[config.mk]
export PLATFORM = sky130hd
export DESIGN_NAME = bridge_deal_text_parser
export DESIGN_NICKNAME = d
export VERILOG_FILES = /design/src/rtl/bdtp_pkg.sv /design/src/rtl/bridge_deal_text_parser.sv /design/src/rtl/bdtp_ram.sv /design/src/rtl/bdtp_front.sv /design/src/rtl/bdtp_fifo.sv /design/src/rtl/bdtp_back.sv
export VERILOG_INCLUDE_DIRS = /design/src /design/src/rtl
export SDC_FILE = /design/constraint.sdc
export NUM_CORES = 1
export LEC_CHECK = 0
export CORE_AREA = 2 2 229 231
export DETAILED_ROUTE_END_ITERATION = 16
export DIE_AREA = 0 0 231 233
export DONT_BUFFER_PORTS = 1
export PLACE_DENSITY = 0.57
export SYNTH_ARGS = -nofsm -noshare
export SYNTH_HDL_FRONTEND = slang
export SYNTH_SLANG_ARGS = --single-unit
export TNS_END_PERCENT = 100
[constraint.sdc]
create_clock -name clock -period 4.8 [get_ports clock]
set_input_delay 0.24 -clock clock [delete_from_list [all_inputs] [get_ports clock]]
set_output_delay 0.24 -clock clock [all_outputs]
set_load 0.02 [all_outputs]
[src/rtl/bridge_deal_text_parser_assert.svh]
// assertion macros for the deal text parser, used by bdtp_back
// no dependencies; included inside module bodies
`ifndef BRIDGE_DEAL_TEXT_PARSER_ASSERT_SVH
`define BRIDGE_DEAL_TEXT_PARSER_ASSERT_SVH

// same-cycle implication
`define BDTP_ASSERT_IMP(lbl, clk, rst, ante, cons) \
   lbl: assert property (@(posedge clk) disable iff (rst) (ante) |-> (cons)) \
      else $error("bdtp assertion failed (same cycle)");

// next-cycle implication
`define BDTP_ASSERT_NXT(lbl, clk, rst, ante, cons) \
   lbl: assert property (@(posedge clk) disable iff (rst) (ante) |=> (cons)) \
      else $error("bdtp assertion failed (next cycle)");

`endif

[src/rtl/bdtp_pkg.sv]
// types and constants of the bridge deal text parser
// no dependencies; imported by every module of the block except bdtp_ram
package bdtp_pkg;

   localparam int NUM_CARDS  = 52;
   localparam int HAND_SIZE  = 13;
   localparam int CARD_IDX_W = $clog2(NUM_CARDS);

   localparam logic [1:0] SUIT_CLUBS  = 2'd0;
   localparam logic [1:0] SUIT_SPADES = 2'd3;

   localparam logic [7:0] MIN_LENGTH_RESET = 8'd76;

   typedef enum logic [2:0] {
      VERDICT_OK        = 3'd0,
      VERDICT_TOO_SHORT = 3'd1,
      VERDICT_INVALID   = 3'd2,
      VERDICT_OVERFLOW  = 3'd3,
      VERDICT_BAD_CARDS = 3'd4
   } verdict_type;

   typedef enum logic {
      KIND_CARD    = 1'b0,
      KIND_VERDICT = 1'b1
   } kind_type;

   typedef struct packed {
      logic [7:0] char_byte;
      logic       end_of_string;
   } req_type;

   typedef struct packed {
      kind_type    result_kind;
      logic [5:0]  slot_index;
      logic [1:0]  suit_id;
      logic [3:0]  rank_id;
      verdict_type verdict;
      logic [5:0]  bad_card_count;
      logic        last_result;
   } rsp_type;

   // one queued operation for the tally stage
   typedef struct packed {
      logic                  has_card;
      logic [CARD_IDX_W-1:0] card_index;
      logic [5:0]            slot;
      logic [1:0]            suit;
      logic [3:0]            rank;
      logic                  has_verdict;
      logic                  tally;
      verdict_type           verdict;
   } op_type;

endpackage

[src/rtl/bridge_deal_text_parser.sv]
// Bridge deal text parser, top level. Takes one character per cycle on the
// request channel and answers each card with a card write and the final
// character with a verdict. The tally stage retires one operation per cycle,
// except that a character that both places a card and ends the string yields
// two responses, a card write and then a verdict, and holds the tally stage
// for both; the QUEUE_DEPTH-entry queue between the classifier and the tally
// stage absorbs these, so only a long run of such characters or a stalled
// response channel slows the request side.
// Per-card seen counters sit in a 52 x 2 ram with a valid flag per card, so
// the verdict clears the tally by clearing the valid flags and reset needs
// no clearing pass. min_length is written through csr_wr_en/csr_wr_data;
// the user must write it only while idle, which the block does not enforce.
// depends on bdtp_pkg, bdtp_front, bdtp_fifo, bdtp_back
module bridge_deal_text_parser #(
   parameter int QUEUE_DEPTH = 4
) (
   input  logic              clock,
   input  logic              reset,
   input  logic              csr_wr_en,
   input  logic [7:0]        csr_wr_data,
   input  logic              req_valid,
   output logic              req_ready,
   input  bdtp_pkg::req_type req_data,
   output logic              rsp_valid,
   input  logic              rsp_ready,
   output bdtp_pkg::rsp_type rsp_data
);

   import bdtp_pkg::*;

   logic [7:0] min_length_ff, min_length_in;
   logic       push_valid;
   logic       push_ready;
   op_type     push_data;
   logic       pop_valid;
   logic       pop_ready;
   op_type     pop_data;

   assign min_length_in = csr_wr_en ? csr_wr_data : min_length_ff;

   always_ff @(posedge clock) begin
      if (reset) begin
         min_length_ff <= MIN_LENGTH_RESET;
      end else begin
         min_length_ff <= min_length_in;
      end
   end

   bdtp_front u_front (
      .clock     (clock),
      .reset     (reset),
      .min_length(min_length_ff),
      .req_valid (req_valid),
      .req_ready (req_ready),
      .req_data  (req_data),
      .push_valid(push_valid),
      .push_ready(push_ready),
      .push_data (push_data)
   );

   bdtp_fifo #(
      .DEPTH(QUEUE_DEPTH)
   ) u_fifo (
      .clock     (clock),
      .reset     (reset),
      .push_valid(push_valid),
      .push_ready(push_ready),
      .push_data (push_data),
      .pop_valid (pop_valid),
      .pop_ready (pop_ready),
      .pop_data  (pop_data)
   );

   bdtp_back u_back (
      .clock    (clock),
      .reset    (reset),
      .pop_valid(pop_valid),
      .pop_ready(pop_ready),
      .pop_data (pop_data),
      .rsp_valid(rsp_valid),
      .rsp_ready(rsp_ready),
      .rsp_data (rsp_data)
   );

endmodule

[src/rtl/bdtp_ram.sv]
// generic single-write, single-read ram with registered read data
// no dependencies
module bdtp_ram #(
   parameter int WIDTH = 2,
   parameter int DEPTH = 52
) (
   input  logic                     clock,
   input  logic                     wr_en,
   input  logic [$clog2(DEPTH)-1:0] wr_addr,
   input  logic [WIDTH-1:0]         wr_data,
   input  logic [$clog2(DEPTH)-1:0] rd_addr,
   output logic [WIDTH-1:0]         rd_data
);

   logic [WIDTH-1:0] mem_ff [DEPTH];
   logic [WIDTH-1:0] rd_data_ff;

   always_ff @(posedge clock) begin
      if (wr_en) begin
         mem_ff[wr_addr] <= wr_data;
      end
      rd_data_ff <= mem_ff[rd_addr];
   end

   assign rd_data = rd_data_ff;

endmodule

[src/rtl/bdtp_front.sv]
// character classifier and parse state of the deal text parser
// depends on bdtp_pkg; feeds operations into bdtp_fifo
module bdtp_front (
   input  logic              clock,
   input  logic              reset,
   input  logic [7:0]        min_length,
   input  logic              req_valid,
   output logic              req_ready,
   input  bdtp_pkg::req_type req_data,
   output logic              push_valid,
   input  logic              push_ready,
   output bdtp_pkg::op_type  push_data
);

   import bdtp_pkg::*;

   localparam logic [7:0] CHAR_TWO     = 8'h32;
   localparam logic [7:0] CHAR_NINE    = 8'h39;
   localparam logic [7:0] CHAR_TEN     = 8'h54;
   localparam logic [7:0] CHAR_JACK    = 8'h4A;
   localparam logic [7:0] CHAR_QUEEN   = 8'h51;
   localparam logic [7:0] CHAR_KING    = 8'h4B;
   localparam logic [7:0] CHAR_ACE     = 8'h41;
   localparam logic [7:0] CHAR_NORTH   = 8'h6E;
   localparam logic [7:0] CHAR_EAST    = 8'h65;
   localparam logic [7:0] CHAR_SOUTH   = 8'h73;
   localparam logic [7:0] CHAR_WEST    = 8'h77;
   localparam logic [7:0] CHAR_SPACE   = 8'h20;
   localparam logic [7:0] CHAR_DOT     = 8'h2E;
   localparam logic [7:0] CHAR_SEMI    = 8'h3B;
   localparam logic [7:0] CHAR_NEWLINE = 8'h0A;

   localparam logic [1:0] SEAT_NORTH = 2'd0;
   localparam logic [1:0] SEAT_EAST  = 2'd1;
   localparam logic [1:0] SEAT_SOUTH = 2'd2;
   localparam logic [1:0] SEAT_WEST  = 2'd3;

   localparam logic [3:0] RANK_NONE = 4'd13;

   function automatic logic [3:0] rank_of(input logic [7:0] c);
      logic [3:0] r;
      if (c >= CHAR_TWO && c <= CHAR_NINE) begin
         r = 4'(c - CHAR_TWO);
      end else begin
         case (c)
            CHAR_TEN:   r = 4'd8;
            CHAR_JACK:  r = 4'd9;
            CHAR_QUEEN: r = 4'd10;
            CHAR_KING:  r = 4'd11;
            CHAR_ACE:   r = 4'd12;
            default:    r = RANK_NONE;
         endcase
      end
      return r;
   endfunction

   logic [1:0] hand_ff, hand_in;
   logic [1:0] suit_ff, suit_in;
   logic [5:0] slot_ff, slot_in;
   logic [7:0] count_ff, count_in;
   logic       ended_ff, ended_in;
   logic       invalid_ff, invalid_in;
   logic       overflow_ff, overflow_in;

   logic       accept;
   logic       active;
   logic [7:0] chr;
   logic [3:0] rank;
   logic [5:0] base;
   logic [1:0] seat;
   logic       is_seat;
   op_type     op;

   assign req_ready  = push_ready;
   assign accept     = req_valid && push_ready;
   assign chr        = req_data.char_byte;
   assign rank       = rank_of(chr);
   assign active     = !ended_ff && !invalid_ff && !overflow_ff;
   assign base       = 6'(hand_ff) * 6'(HAND_SIZE);
   assign push_valid = accept && (op.has_card || op.has_verdict);
   assign push_data  = op;

   always_comb begin
      is_seat = 1'b1;
      case (chr)
         CHAR_NORTH: seat = SEAT_NORTH;
         CHAR_EAST:  seat = SEAT_EAST;
         CHAR_SOUTH: seat = SEAT_SOUTH;
         CHAR_WEST:  seat = SEAT_WEST;
         default: begin
            seat    = SEAT_NORTH;
            is_seat = 1'b0;
         end
      endcase
   end

   always_comb begin
      hand_in     = hand_ff;
      suit_in     = suit_ff;
      slot_in     = slot_ff;
      count_in    = count_ff;
      ended_in    = ended_ff;
      invalid_in  = invalid_ff;
      overflow_in = overflow_ff;
      op          = '0;
      op.verdict  = VERDICT_OK;
      if (accept) begin
         if (count_ff != 8'hFF) begin
            count_in = count_ff + 8'd1;
         end
         if (active) begin
            if (is_seat) begin
               hand_in = seat;
               suit_in = SUIT_SPADES;
               slot_in = 6'(seat) * 6'(HAND_SIZE);
            end else if (chr == CHAR_SPACE) begin
               hand_in = hand_ff;
            end else if (chr == CHAR_DOT) begin
               if (suit_ff == SUIT_CLUBS) begin
                  overflow_in = 1'b1;
               end else begin
                  suit_in = suit_ff - 2'd1;
               end
            end else if (chr == CHAR_SEMI || chr == CHAR_NEWLINE) begin
               ended_in = 1'b1;
            end else if (rank != RANK_NONE) begin
               if (slot_ff >= base + 6'(HAND_SIZE)) begin
                  overflow_in = 1'b1;
               end else begin
                  op.has_card   = 1'b1;
                  op.card_index = CARD_IDX_W'(6'(suit_ff) * 6'(HAND_SIZE) + 6'(rank));
                  op.slot       = slot_ff;
                  op.suit       = suit_ff;
                  op.rank       = rank;
                  slot_in       = slot_ff + 6'd1;
               end
            end else begin
               invalid_in = 1'b1;
            end
         end
         if (req_data.end_of_string) begin
            op.has_verdict = 1'b1;
            if (count_in < min_length) begin
               op.verdict = VERDICT_TOO_SHORT;
            end else if (invalid_in) begin
               op.verdict = VERDICT_INVALID;
            end else if (overflow_in) begin
               op.verdict = VERDICT_OVERFLOW;
            end else begin
               op.tally = 1'b1;
            end
            hand_in     = '0;
            suit_in     = '0;
            slot_in     = '0;
            count_in    = '0;
            ended_in    = 1'b0;
            invalid_in  = 1'b0;
            overflow_in = 1'b0;
         end
      end
   end

   always_ff @(posedge clock) begin
      if (reset) begin
         hand_ff     <= '0;
         suit_ff     <= '0;
         slot_ff     <= '0;
         count_ff    <= '0;
         ended_ff    <= 1'b0;
         invalid_ff  <= 1'b0;
         overflow_ff <= 1'b0;
      end else begin
         hand_ff     <= hand_in;
         suit_ff     <= suit_in;
         slot_ff     <= slot_in;
         count_ff    <= count_in;
         ended_ff    <= ended_in;
         invalid_ff  <= invalid_in;
         overflow_ff <= overflow_in;
      end
   end

endmodule

[src/rtl/bdtp_fifo.sv]
// operation queue between the classifier and the tally stage
// depends on bdtp_pkg
module bdtp_fifo #(
   parameter int DEPTH = 4
) (
   input  logic             clock,
   input  logic             reset,
   input  logic             push_valid,
   output logic             push_ready,
   input  bdtp_pkg::op_type push_data,
   output logic             pop_valid,
   input  logic             pop_ready,
   output bdtp_pkg::op_type pop_data
);

   import bdtp_pkg::*;

   localparam int PTR_W = $clog2(DEPTH);
   localparam int CNT_W = $clog2(DEPTH + 1);

   op_type           entries_ff [DEPTH];
   logic [PTR_W-1:0] wr_ptr_ff, wr_ptr_in;
   logic [PTR_W-1:0] rd_ptr_ff, rd_ptr_in;
   logic [CNT_W-1:0] count_ff, count_in;
   logic             do_push;
   logic             do_pop;

   assign push_ready = count_ff != CNT_W'(DEPTH);
   assign pop_valid  = count_ff != '0;
   assign pop_data   = entries_ff[rd_ptr_ff];
   assign do_push    = push_valid && push_ready;
   assign do_pop     = pop_ready && pop_valid;

   always_comb begin
      wr_ptr_in = wr_ptr_ff;
      rd_ptr_in = rd_ptr_ff;
      count_in  = count_ff;
      if (do_push) begin
         wr_ptr_in = (wr_ptr_ff == PTR_W'(DEPTH - 1)) ? '0 : wr_ptr_ff + PTR_W'(1);
      end
      if (do_pop) begin
         rd_ptr_in = (rd_ptr_ff == PTR_W'(DEPTH - 1)) ? '0 : rd_ptr_ff + PTR_W'(1);
      end
      if (do_push && !do_pop) begin
         count_in = count_ff + CNT_W'(1);
      end else if (do_pop && !do_push) begin
         count_in = count_ff - CNT_W'(1);
      end
   end

   always_ff @(posedge clock) begin
      if (reset) begin
         wr_ptr_ff <= '0;
         rd_ptr_ff <= '0;
         count_ff  <= '0;
      end else begin
         wr_ptr_ff <= wr_ptr_in;
         rd_ptr_ff <= rd_ptr_in;
         count_ff  <= count_in;
      end
   end

   always_ff @(posedge clock) begin
      if (do_push) begin
         entries_ff[wr_ptr_ff] <= push_data;
      end
   end

endmodule

[src/rtl/bdtp_back.sv]
// tally stage: seen counters, card writes and verdicts
// depends on bdtp_pkg, bdtp_ram and the assertion macro header
module bdtp_back (
   input  logic              clock,
   input  logic              reset,
   input  logic              pop_valid,
   output logic              pop_ready,
   input  bdtp_pkg::op_type  pop_data,
   output logic              rsp_valid,
   input  logic              rsp_ready,
   output bdtp_pkg::rsp_type rsp_data
);

   import bdtp_pkg::*;

   `include "bridge_deal_text_parser_assert.svh"

   logic                  cur_valid_ff, cur_valid_in;
   op_type                cur_ff, cur_in;
   logic                  rsp_valid_ff, rsp_valid_in;
   rsp_type               rsp_data_ff, rsp_data_in;
   logic [NUM_CARDS-1:0]  valid_ff, valid_in;
   logic [5:0]            ones_ff, ones_in;
   logic                  fwd_valid_ff;
   logic [CARD_IDX_W-1:0] fwd_addr_ff;
   logic [1:0]            fwd_data_ff;

   logic                  out_free;
   logic                  emit_card;
   logic                  emit_verdict;
   logic                  done;
   logic                  load;
   logic [CARD_IDX_W-1:0] rd_addr;
   logic [1:0]            rd_data;
   logic [1:0]            old_count;
   logic [1:0]            new_count;
   logic [5:0]            bad;

   bdtp_ram #(
      .WIDTH(2),
      .DEPTH(NUM_CARDS)
   ) u_seen_ram (
      .clock  (clock),
      .wr_en  (emit_card),
      .wr_addr(cur_ff.card_index),
      .wr_data(new_count),
      .rd_addr(rd_addr),
      .rd_data(rd_data)
   );

   assign out_free     = !rsp_valid_ff || rsp_ready;
   assign emit_card    = cur_valid_ff && cur_ff.has_card && out_free;
   assign emit_verdict = cur_valid_ff && !cur_ff.has_card && cur_ff.has_verdict && out_free;
   assign done         = (emit_card && !cur_ff.has_verdict) || emit_verdict;
   assign pop_ready    = !cur_valid_ff || done;
   assign load         = pop_valid && pop_ready;
   assign rd_addr      = load ? pop_data.card_index : cur_ff.card_index;
   assign bad          = 6'(NUM_CARDS) - ones_ff;
   assign rsp_valid    = rsp_valid_ff;
   assign rsp_data     = rsp_data_ff;

   // write from the previous cycle is not yet in the ram read data
   always_comb begin
      if (!valid_ff[cur_ff.card_index]) begin
         old_count = 2'd0;
      end else if (fwd_valid_ff && fwd_addr_ff == cur_ff.card_index) begin
         old_count = fwd_data_ff;
      end else begin
         old_count = rd_data;
      end
      new_count = (old_count == 2'd3) ? 2'd3 : old_count + 2'd1;
   end

   always_comb begin
      cur_valid_in = cur_valid_ff;
      cur_in       = cur_ff;
      valid_in     = valid_ff;
      ones_in      = ones_ff;
      rsp_data_in  = rsp_data_ff;
      rsp_valid_in = rsp_ready ? 1'b0 : rsp_valid_ff;
      if (emit_card) begin
         rsp_valid_in                = 1'b1;
         rsp_data_in                 = '0;
         rsp_data_in.result_kind     = KIND_CARD;
         rsp_data_in.slot_index      = cur_ff.slot;
         rsp_data_in.suit_id         = cur_ff.suit;
         rsp_data_in.rank_id         = cur_ff.rank;
         rsp_data_in.verdict         = VERDICT_OK;
         rsp_data_in.last_result     = !cur_ff.has_verdict;
         valid_in[cur_ff.card_index] = 1'b1;
         cur_in.has_card             = 1'b0;
         if (old_count == 2'd0) begin
            ones_in = ones_ff + 6'd1;
         end else if (old_count == 2'd1) begin
            ones_in = ones_ff - 6'd1;
         end
      end
      if (emit_verdict) begin
         rsp_valid_in            = 1'b1;
         rsp_data_in             = '0;
         rsp_data_in.result_kind = KIND_VERDICT;
         rsp_data_in.last_result = 1'b1;
         if (cur_ff.tally) begin
            rsp_data_in.verdict        = (bad != '0) ? VERDICT_BAD_CARDS : VERDICT_OK;
            rsp_data_in.bad_card_count = bad;
         end else begin
            rsp_data_in.verdict = cur_ff.verdict;
         end
         valid_in = '0;
         ones_in  = '0;
      end
      if (load) begin
         cur_valid_in = 1'b1;
         cur_in       = pop_data;
      end else if (done) begin
         cur_valid_in = 1'b0;
      end
   end

   always_ff @(posedge clock) begin
      if (reset) begin
         cur_valid_ff <= 1'b0;
         rsp_valid_ff <= 1'b0;
         valid_ff     <= '0;
         ones_ff      <= '0;
         fwd_valid_ff <= 1'b0;
      end else begin
         cur_valid_ff <= cur_valid_in;
         rsp_valid_ff <= rsp_valid_in;
         valid_ff     <= valid_in;
         ones_ff      <= ones_in;
         fwd_valid_ff <= emit_card;
      end
   end

   always_ff @(posedge clock) begin
      cur_ff      <= cur_in;
      rsp_data_ff <= rsp_data_in;
      fwd_addr_ff <= cur_ff.card_index;
      fwd_data_ff <= new_count;
   end

   `BDTP_ASSERT_NXT(a_verdict_clears_tally, clock, reset, emit_verdict, (ones_ff == '0) && (valid_ff == '0))
   `BDTP_ASSERT_IMP(a_ones_within_touched, clock, reset, 1'b1, int'(ones_ff) <= $countones(valid_ff))
   `BDTP_ASSERT_IMP(a_card_in_range, clock, reset, rsp_valid_ff && rsp_data_ff.result_kind == KIND_CARD, (rsp_data_ff.slot_index <= 6'd51) && (rsp_data_ff.rank_id <= 4'd12))

endmodule

# --- Yosys cells after proc, flatten, opt, wreduce, memory -nomap -nowiden ---
# Memories as Yosys holds them, arrays and structs flattened. A register that Yosys moved wholly into a read port is not among the register bits.
# Cells that the tools add are included.
op_classes:
  order_cmp: 6
  add_sub_neg: 14
  mux: 95
  n_bitwise: 1
  multipliers: 3
  eq_ne: 29
  reduce_logical: 53
op_table:
  columns: ["operator", "n"]
  rows:
  - ["2-to-1 mux 19 bit", 7]
  - ["equality test 8 x 7 -> 1 bit (second input constant)", 9]
  - ["2-to-1 mux 6 bit", 12]
  - ["OR 52 bit", 1]
  - ["2-to-1 mux 24 bit", 2]
  - ["2-to-1 mux 1 bit", 40]
  - ["2-to-1 mux 2 bit", 17]
  - ["equality test 8 x 6 -> 1 bit (second input constant)", 3]
  - ["2-to-1 mux 8 bit", 3]
  - ["2-to-1 mux 10 bit", 2]
  - ["multiplier 2 x 4 -> 6 bit (second input constant)", 3]
  - ["2-to-1 mux 3 bit", 6]
  - ["logical AND 1 bit", 17]
  - ["nonzero test 2 bit", 8]
  - ["inequality test 3 x 2 -> 1 bit (second input constant)", 5]
  - ["one-hot mux 3 bit (5 select lines)", 1]
  - ["adder 6 x 1 -> 6 bit (second input constant)", 2]
  - ["nonzero test 3 bit", 4]
  - ["zero test 1 bit", 9]
  - ["adder 8 x 1 -> 8 bit (second input constant)", 1]
  - ["equality test 8 x 4 -> 1 bit (second input constant)", 1]
  - ["greater-or-equal comparator 8 x 6 -> 1 bit (second input constant)", 1]
  - ["<= comparator 8 x 6 -> 1 bit (second input constant)", 1]
  - ["< comparator 8 bit", 1]
  - ["34 further kinds", 45]
totals:
  wordCells: 236
  ram_bits: 200
  in_bits: 22
  register_bits: 152
  output_inout_bits: 25
  n_memories: 2
memory_table:
  columns: ["name", "depth", "width", "read_ports", "rd_ports_with_merged_regs", "wr", "line", "rtl"]
  rows:
  - ["u_back.u_seen_ram.mem_ff", 52, 2, 1, 1, 1, "bdtp_ram.sv:15", "logic [WIDTH-1:0] mem_ff [DEPTH];"]
  - ["u_fifo.entries_ff", 4, 24, 1, 1, 1, "bdtp_fifo.sv:21", "op_type entries_ff [DEPTH];"]

# --- Longest topological paths before layout ---
# Gate-level depths: netlist (run 1).
logic_depth:
  word_depth: 23
  mapped_depth: 18

# --- By module ---
# From an unflattened synthesis (run 1), not the netlist that was laid out.
hier_totals:
  hier_cells: 1250
  hier_area_um2: 15925.3
by_module_without_submodules:
  columns: ["module", "cells_per_inst", "n_inst", "seq_area_each_um2", "area_per_inst_um2"]
  rows:
  - ["bdtp_back", 463, 1, 2652.5, 4735.8]
  - ["bdtp_ram", 258, 1, 3163.0, 4430.5]
  - ["bdtp_fifo", 174, 1, 3062.9, 3941.3]
  - ["bdtp_front", 329, 1, 420.4, 2521.2]
  - ["bridge_deal_text_parser", 26, 1, 160.2, 296.5]

# --- Worst setup path before layout (run 1) ---
# OpenSTA, ideal clock, no wires.
synth_path:
  path_type: "reg2reg"
  startpoint: "register u_back.cur_ff[22] in the netlist's numbering"
  endpoint: "memory u_back.u_seen_ram.mem_ff[0][1], data pin"
  t_arrival_ps: 3822
  path_slack_ps: 345
  path_stages_with_launch: 7
  synth_period_minus_slack_ps: 4455
  setup_time_ps: 633
  cell_sequence: "edfxtp_1 > clkbuf_1 > or3b_2 > clkbuf_1 > o221ai_1 > nor4_4 > a211oi_1"
synth_via:
  elab_chain_cells: 6
  word_cells_on_any_way: 9
  classes_between: "add/sub (1); eq/ne (2); mux (5); reduce/logical (1)"
synth_rtl:
  columns: ["element", "line", "rtl"]
  rows:
  - ["start, declared", "bdtp_back.sv:19", "op_type cur_ff, cur_in;"]
  - ["start signal, assigned", "bdtp_back.sv:137", "cur_ff <= cur_in;"]
  - ["parallel branches: the longest is 3 deep, another holds binary-select mux 1 bit (select 6 bit)", null, null]
  - ["2-to-1 mux 2 bit (*)", "bdtp_back.sv:64", "if (!valid_ff[cur_ff.card_index]) begin"]
  - ["adder 2 x 1 -> 2 bit / equality test 2 bit (equally long branches)", "bdtp_back.sv:71", "new_count = (old_count == 2'd3) ? 2'd3 : old_count + 2'd1;"]
  - ["2-to-1 mux 2 bit (*)", "bdtp_back.sv:71", null]
  - ["net u_back.new_count[1]", "bdtp_back.sv:36", "logic [1:0] new_count;"]
  - ["end, declared", "bdtp_ram.sv:15", null]
# Mark *: on every way through the listed nets, which the timed path passes. The select of a mux whose other input is x is not followed.

# --- Final worst setup path (run 1) ---
layout_path:
  startpoint: "register u_back.cur_ff[17] in the netlist's numbering"
  endpoint: "register u_back.ones_ff[5]"
layout_via:
  elab_chain_cells: 7
  word_cells_on_any_way: 11
  classes_between: "eq/ne (2); mux (5); reduce/logical (4)"
layout_rtl:
  columns: ["element", "line", "rtl"]
  rows:
  - ["parallel branches: the longest is 3 deep, another holds binary-select mux 1 bit (select 6 bit)", null, null]
  - ["2-to-1 mux 2 bit (*)", "bdtp_back.sv:64", null]
  - ["equality test 2 x 1 -> 1 bit / zero test 2 bit (equally long branches)", "bdtp_back.sv:94, bdtp_back.sv:92", null]
  - ["nonzero test 2 bit (no source line)", null, null]
  - ["AND reduction 2 bit (no source line)", null, null]
  - ["end signal, assigned", "bdtp_back.sv:131", "ones_ff <= ones_in;"]
  - ["end, declared", "bdtp_back.sv:23", "logic [5:0] ones_ff, ones_in;"]
# Every way passes the cells marked *. The select of a mux whose other input is x is not followed.
# A chain may end at the register's enable or synchronous reset.

==> impl_metrics.toml, run 1 <==
[clocking]
ctsResizeCount = 0
cts_tree = "yes"
numCtsBuffers = 37
cts.sinks = 351
cts-root-buf = "clkbuf_16"
worstSkewPairLatency_ns = 0.56
postCtsSetupRepairBufs = 0
clk_pin_slew_ns = 0.06
htree_levels = 2
cts_buffer_depth = 3

[sta]
min_period_over_period_pct = 88.8
rsz0062_at_grt = "no"
setup_viol = 0
tightest_slew_ns = 1.16
fin_ws_ns = 0.536
fmaxAchievable_mhz = 235
slew_violations = 0
finalSetupTns_ns = 0
hold_viol = 0
period_minus_slack_ns = 4.26
skew_ns = 0.0315
relSlewSlack_pct = 22.6

[logic_synthesis]
yosysSeqAreaShare_pct = 61.0
synth_nets = 1355
synth_seq_cells = 351
synth_cells = 1287
synthDistinctLibCells = 84
netlist_area_sq_mm = 0.0153
yosys_warnings = 0
async_flop_share_pct = 0
synthFlopType = "edfxtp_1"
synth_edf_count = 228
avgSynthCellArea_sq_um = 11.9

[pwr]
switching_share_pct = 35.1
intPower_mw = 6.46
ir_drop_v = 0.000346
pwr-share-clk_pct = 29.1
pwr-share-seq_pct = 41.3
cellPowerDensity_mw_per_mm2 = 570
leakage_nw = 6.13
p_sw_mw = 3.49
power_mw = 9.95
combPwrFrac_pct = 29.7

[finish]
final_nets = 1381
final-instance-count-excl-fill = 2021
utilization_pct = 34.2
area_growth_pct = 14.4
antenna_cells = 0
drive_gt1_share_pct = 10.3

[die]
dieArea_sq_mm = 0.0538
ios = 47
core_area_sq_mm = 0.0511
rows = 83
die_h_um = 233
start_util_pct = 29.9
die_x_um = 231

[global_route]
grt_pass1_wl_um = 54800
grt_start_max_net_pins = 59
grt.total_usage_pct = 13.0
grt_overflow = 0
antenna_found_initial = 1
grt_pass1_vias = 9602

[setup_path]
critPathCaptureType = "flop"
reg2reg_depth = 16
cp_data_arrival_time_ns = 4.64
r2r_end = "u_back.ones_ff[5]"
crit_path_start_kind = "flop"
reg2reg_slack_ns = 0.54
cp_data_required_time_ns = 5.17
worstSetupPathType = "flop to flop"
timing.rr.start = "u_back.cur_ff[17]"
crit_fanout = 15

[detailed_routing]
avgViaCountPerCell = 4.83
met2_length_um = 16300
dr.max_layer_used = "met5"
wl_per_cell_um = 17.1
route.met3.wl_um = 1870
vias = 9753
drt_iter0_drc = 657
dr.pass1.iters = 5
routedLengthMet1_um = 15700
routed_wl_um = 34600
drc = 0
ant_nets = 0

[placement]
place_ws_ns = 0.541
portBuffers = 0
dpl.cell_count = 1935
dp_hpwl_um = 23200
gp_congestion = 0.832

[min_path]
worstHoldEndpoint = "u_fifo.entries_ff[1][0]"
hp-start = "req_data[0]"
hold_class = "input pin to flop"
holdPathStages = 2

[flow_run]
drv_cap = 0

[status]
status = "completed"
power groups by stage:
| stage | clock, mW | sequential [mW] | combinational (mW) |
|---|---|---|---|
| 2_1_floorplan | 0 | 4.00 | 2.22 |
| 3_3_place_gp | 0 | 4.16 | 2.90 |
| 3_5_place_dp | 0 | 4.17 | 2.94 |
| 4_1_cts | 2.94 | 4.11 | 2.97 |
| 5_1_grt | 3.05 | 4.15 | 3.25 |
| 6_report | 2.89 | 4.11 | 2.95 |
synthesized netlist by cell type (all sizes together) (10+ instances only):
master	number	share of area, %
xnor2	20	1.1
and2	33	1.4
nor2b	11	0.45
nand4	10	0.41
xor2	10	0.57
mux2i	31	2.2
nor2	238	5.9
nand2	140	3.4
nand3	42	1.4
a22oi	10	0.49
inv	35	0.89
ha	42	3.4
mux4	28	4.1
and3	13	0.57
o21ai	25	0.82
edfxtp	228	45
clkbuf	26	0.64
buf	27	1.2
dfxtp	123	16
a21oi	48	1.6
worst max-delay path: stages (launching register included):
cell and delay (ns):
edfxtp_1 0.75, buf_4 0.33, mux2_2 0.35, a22oi_1 0.19
o21a_1 0.17, o221ai_1 0.16, nor4_4 0.37, a211oi_2 0.16
ha_1 0.31, a21o_1 0.17, a21oi_1 0.22, nor2b_1 0.07
o21a_1 0.17, or3_1 0.30, o22ai_1 0.16, xnor2_1 0.14
nor2_1 0.05
flip-flops by register name (all words and copies together), names as in the netlist, 3 cells and up, named ones only:
signal                    cells
u_front.slot_ff               6
u_back.fwd_addr_ff            6
u_back.cur_ff                23
u_back.valid_ff              52
min_length_ff                 8
u_fifo.entries_ff            92
u_front.count_ff              8
u_fifo.count_ff               3
u_back.rsp_data              23
u_back.u_seen_ram.mem_ff    104
u_back.ones_ff                6
metal layers:
layer,global-route usage (%),up-vias
li1,-,4670
met3,2.46,58
met4,3.79,2
met2,21.4,224
met5,0,-
met1,17.2,4799
worst max-delay path by stage:
stage | start | to | cells past startpoint
after detailed placement | u_back.cur_ff[17] | u_back.ones_ff[5] | 16
after global placement | u_back.cur_ff[17] | u_back.ones_ff[5] | 16
final | u_back.cur_ff[17] | u_back.ones_ff[5] | 16
after global routing | u_back.cur_ff[17] | u_back.ones_ff[5] | 16
after CTS | u_back.cur_ff[17] | u_back.ones_ff[5] | 16
after floorplan | u_back.cur_ff[22] | u_back.u_seen_ram.mem_ff[0][1] | 6
placed cells by master, fill, tap and decap left out, types with 5 or more instances in the layout:
cell type,count
and3_1,11
a21oi_1,48
o21a_1,5
nand3b_1,9
o21ai_0,20
a21o_1,9
edfxtp_1,228
and2_1,31
clkbuf_16,37
inv_1,34
a221oi_1,5
nor2b_1,11
ha_1,42
a31oi_1,6
dlygate4sd3_1,18
o21ai_1,5
nand3_1,42
xor2_1,10
clkbuf_1,9
a32oi_1,7
nor3_1,8
nand4_1,10
a22oi_1,10
nor2_1,236
nor3b_1,7
or3_1,5
mux2i_1,27
buf_4,19
nand2_1,139
a211oi_1,7
nand2b_1,9
clkinv_1,7
mux4_2,28
dfxtp_1,123
xnor2_1,20
metrics by stage:
step                hold slack (ns)  cell area, sq um
floorplan                     0.343             15300
global placement              0.316             16000
detailed placement            0.319             16000
CTS                         0.00439             17500
global route                 0.0143             17500
finish                       0.0223             17500
kinds of logic after synthesis:
kind of cell	count (synthesis)	share of synthesized area, %
AOI/OAI and AO/OA	159	7.16
xor gates and xnor gates	30	1.72
adders and majority gates	46	3.97
buffers and inverters	88	2.76
DFF	351	61.0
muxes	65	6.87
and+or+nand+nor	548	16.5
area by class of cell:
| type | instances | area (sq um) |
|---|---|---|
| fillers | 5077 | 33600 |
| flip-flops and latches | 351 | 9310 |
| multi-input cells | 848 | 5540 |
| clock buffers | 48 | 987 |
| well taps | 680 | 851 |
| repair buffers | 40 | 383 |
| clock inverters | 19 | 246 |
| inverters | 35 | 136 |
timing repair:
item | 4_1_cts | 5_1_grt
setup endpoints to repair | 0 | 0
hold endpoints to repair | 40 | 0
hold buffers | 19 | 0
(Power assumes the default switching activity.)
==> inputs of run 2 (changes only) <==
==> constraint.sdc (replaced) <==
create_clock -name clock -period 4.8 [get_ports clock]
set_input_delay 0.72 -clock clock [delete_from_list [all_inputs] [get_ports clock]]
set_output_delay 0.72 -clock clock [all_outputs]
set_load 0.02 [all_outputs]
==> impl_metrics.toml, run 2 (synthesis results as in run 1) <==
[finish]
largest_reg_flops = 104
area_growth_pct = 13.6
final_nets = 1357
drive_gt1_share_pct = 10.9
utilization_pct = 33.9
top_regs = "u_back.u_seen_ram.mem_ff (104), u_fifo.entries_ff (92), u_back.valid_ff (52)"
layout_common_cells = "nor2_1, edfxtp_1, nand2_1"
final_common_cell = "nor2_1"
top_register = "u_back.u_seen_ram.mem_ff"
antenna_cells = 0

[pwr]
pwr-share-clk_pct = 30.7
leakage_nw = 6.08
intPower_mw = 6.60
pwr-share-seq_pct = 40.5
p_sw_mw = 3.49
ir_drop_v = 0.000434
switching_share_pct = 34.6
cellPowerDensity_mw_per_mm2 = 582
combPwrFrac_pct = 28.7

[setup_path]
critPathMaxStageDelay_ns = 0.74
cpMostUsedCell = "o21a_1"
crit_path_cell_trace = "buf_4 -> mux2_2 -> a22oi_1 -> o21a_1 -> o221ai_1 -> nor4_4 -> a211oi_2 -> ha_1 -> a21o_1 -> a21oi_1 -> nor2b_1 -> o21a_1 -> or3_1 -> o22ai_1 -> xnor2_1 -> nor2_1"
cp_data_arrival_time_ns = 4.67
crit_fanout = 16
cp_data_required_time_ns = 5.17
crit_path_start_kind = "flop"
worstSetupPathType = "flop to flop"
critPathCaptureType = "flop"
cp_slowest_cell = "edfxtp_1"

[die]
die_h_um = 233
core_area_sq_mm = 0.0511
start_util_pct = 29.9
ios = 47
dieArea_sq_mm = 0.0538
die_x_um = 231
rows = 83

[clocking]
ctsResizeCount = 0
numCtsBuffers = 37
clk_pin_slew_ns = 0.06
cts_tree = "yes"
cts-root-buf = "clkbuf_16"
htree_levels = 2
worstSkewPairLatency_ns = 0.55
cts.sinks = 351
hold_buffers = 0
postCtsSetupRepairBufs = 0
cts_buffer_depth = 3

[detailed_routing]
vias = 9697
wl_per_cell_um = 17.4
dr.pass1.iters = 5
drc = 0
ant_nets = 0
drt_iter0_drc = 644
avgViaCountPerCell = 4.85
routed_wl_um = 34700

[sta]
relSlewSlack_pct = 22.1
finalSetupTns_ns = 0
fmaxAchievable_mhz = 232
skew_ns = 0.0363
slew_violations = 0
min_period_over_period_pct = 89.7
setup_viol = 0
period_minus_slack_ns = 4.30
hold_viol = 0
tightest_slew_ns = 1.17
rsz0062_at_grt = "no"

[global_route]
antenna_found_initial = 1
grt_overflow = 0
grt.total_usage_pct = 12.9
grt_pass1_vias = 9649
grt_start_max_net_pins = 59
grt_pass1_wl_um = 54800

[placement]
portBuffers = 0
dp_hpwl_um = 23200
gp_congestion = 0.832

[min_path]
hold_class = "input pin to flop"

[flow_run]
drv_cap = 0

[status]
status = "completed"
-- run 2: final timing paths --
| path | slack (ns) | from | end | cells after the start |
|---|---|---|---|---|
| setup / recovery | 0.50 | u_back.cur_ff[17] | u_back.ones_ff[5] | 16 |
| hold / removal | 0.25 | reset | u_back.cur_valid_ff | 1 |
| setup reg to reg | 0.50 | u_back.cur_ff[17] | u_back.ones_ff[5] | 16 |
| hold reg to reg | 0.48 | u_fifo.rd_ptr_ff[1] | u_fifo.rd_ptr_ff[1] | 2 |
-- run 2: power groups by stage --
stage	clock network [mW]	registers, mW	logic, mW
finish	3.10	4.09	2.90
global route	3.28	4.13	3.20
CTS	3.17	4.09	2.92
detailed placement	0	4.15	2.92
global placement	0	4.14	2.89
floorplan	0	4.00	2.22
-- run 2: critical path: cells and delay by family (launching register included) --
family | cells | cell delay [ns]
compound gates | 8 | 1.41
xor+xnor | 1 | 0.14
mux | 1 | 0.36
simple gates | 4 | 0.82
flops | 1 | 0.74
fa+ha+maj | 1 | 0.31
buf+inv | 1 | 0.33
-- run 2: per-layer routing --
layer | wire length (um) | up-vias | global-route usage (%) | share of wire [%]
met5 | 13 | - | 0 | 0.037
met4 | 828 | 2 | 3.71 | 2.4
met3 | 1930 | 72 | 2.88 | 5.6
met2 | 16400 | 234 | 21.3 | 47
met1 | 15500 | 4766 | 17.0 | 45
li1 | - | 4623 | - | -
-- run 2: cell type report --
type	count	area [sq um]
inverters	35	136
multi-input cells	848	5540
flip-flops and latches	351	9310
well taps	680	851
repair buffers	16	145
fillers	5034	33800
clock inverters	23	304
clock buffers	45	1040
-- run 2: per-stage QoR --
| stage | worst slack [ns] | std cells | power, mW | hold slack [ns] | area, sq um |
|---|---|---|---|---|---|
| 2_1_floorplan | 0.345 | 1287 | 6.22 | 0.343 | 15300 |
| 3_3_place_gp | 0.619 | 1930 | 7.04 | 0.461 | 16000 |
| 3_5_place_dp | 0.496 | 1930 | 7.07 | 0.465 | 16000 |
| 4_1_cts | 0.464 | 1998 | 10.2 | 0.222 | 17300 |
| 5_1_grt | 0.205 | 1998 | 10.6 | 0.226 | 17300 |
| 6_report | 0.496 | 1998 | 10.1 | 0.254 | 17300 |
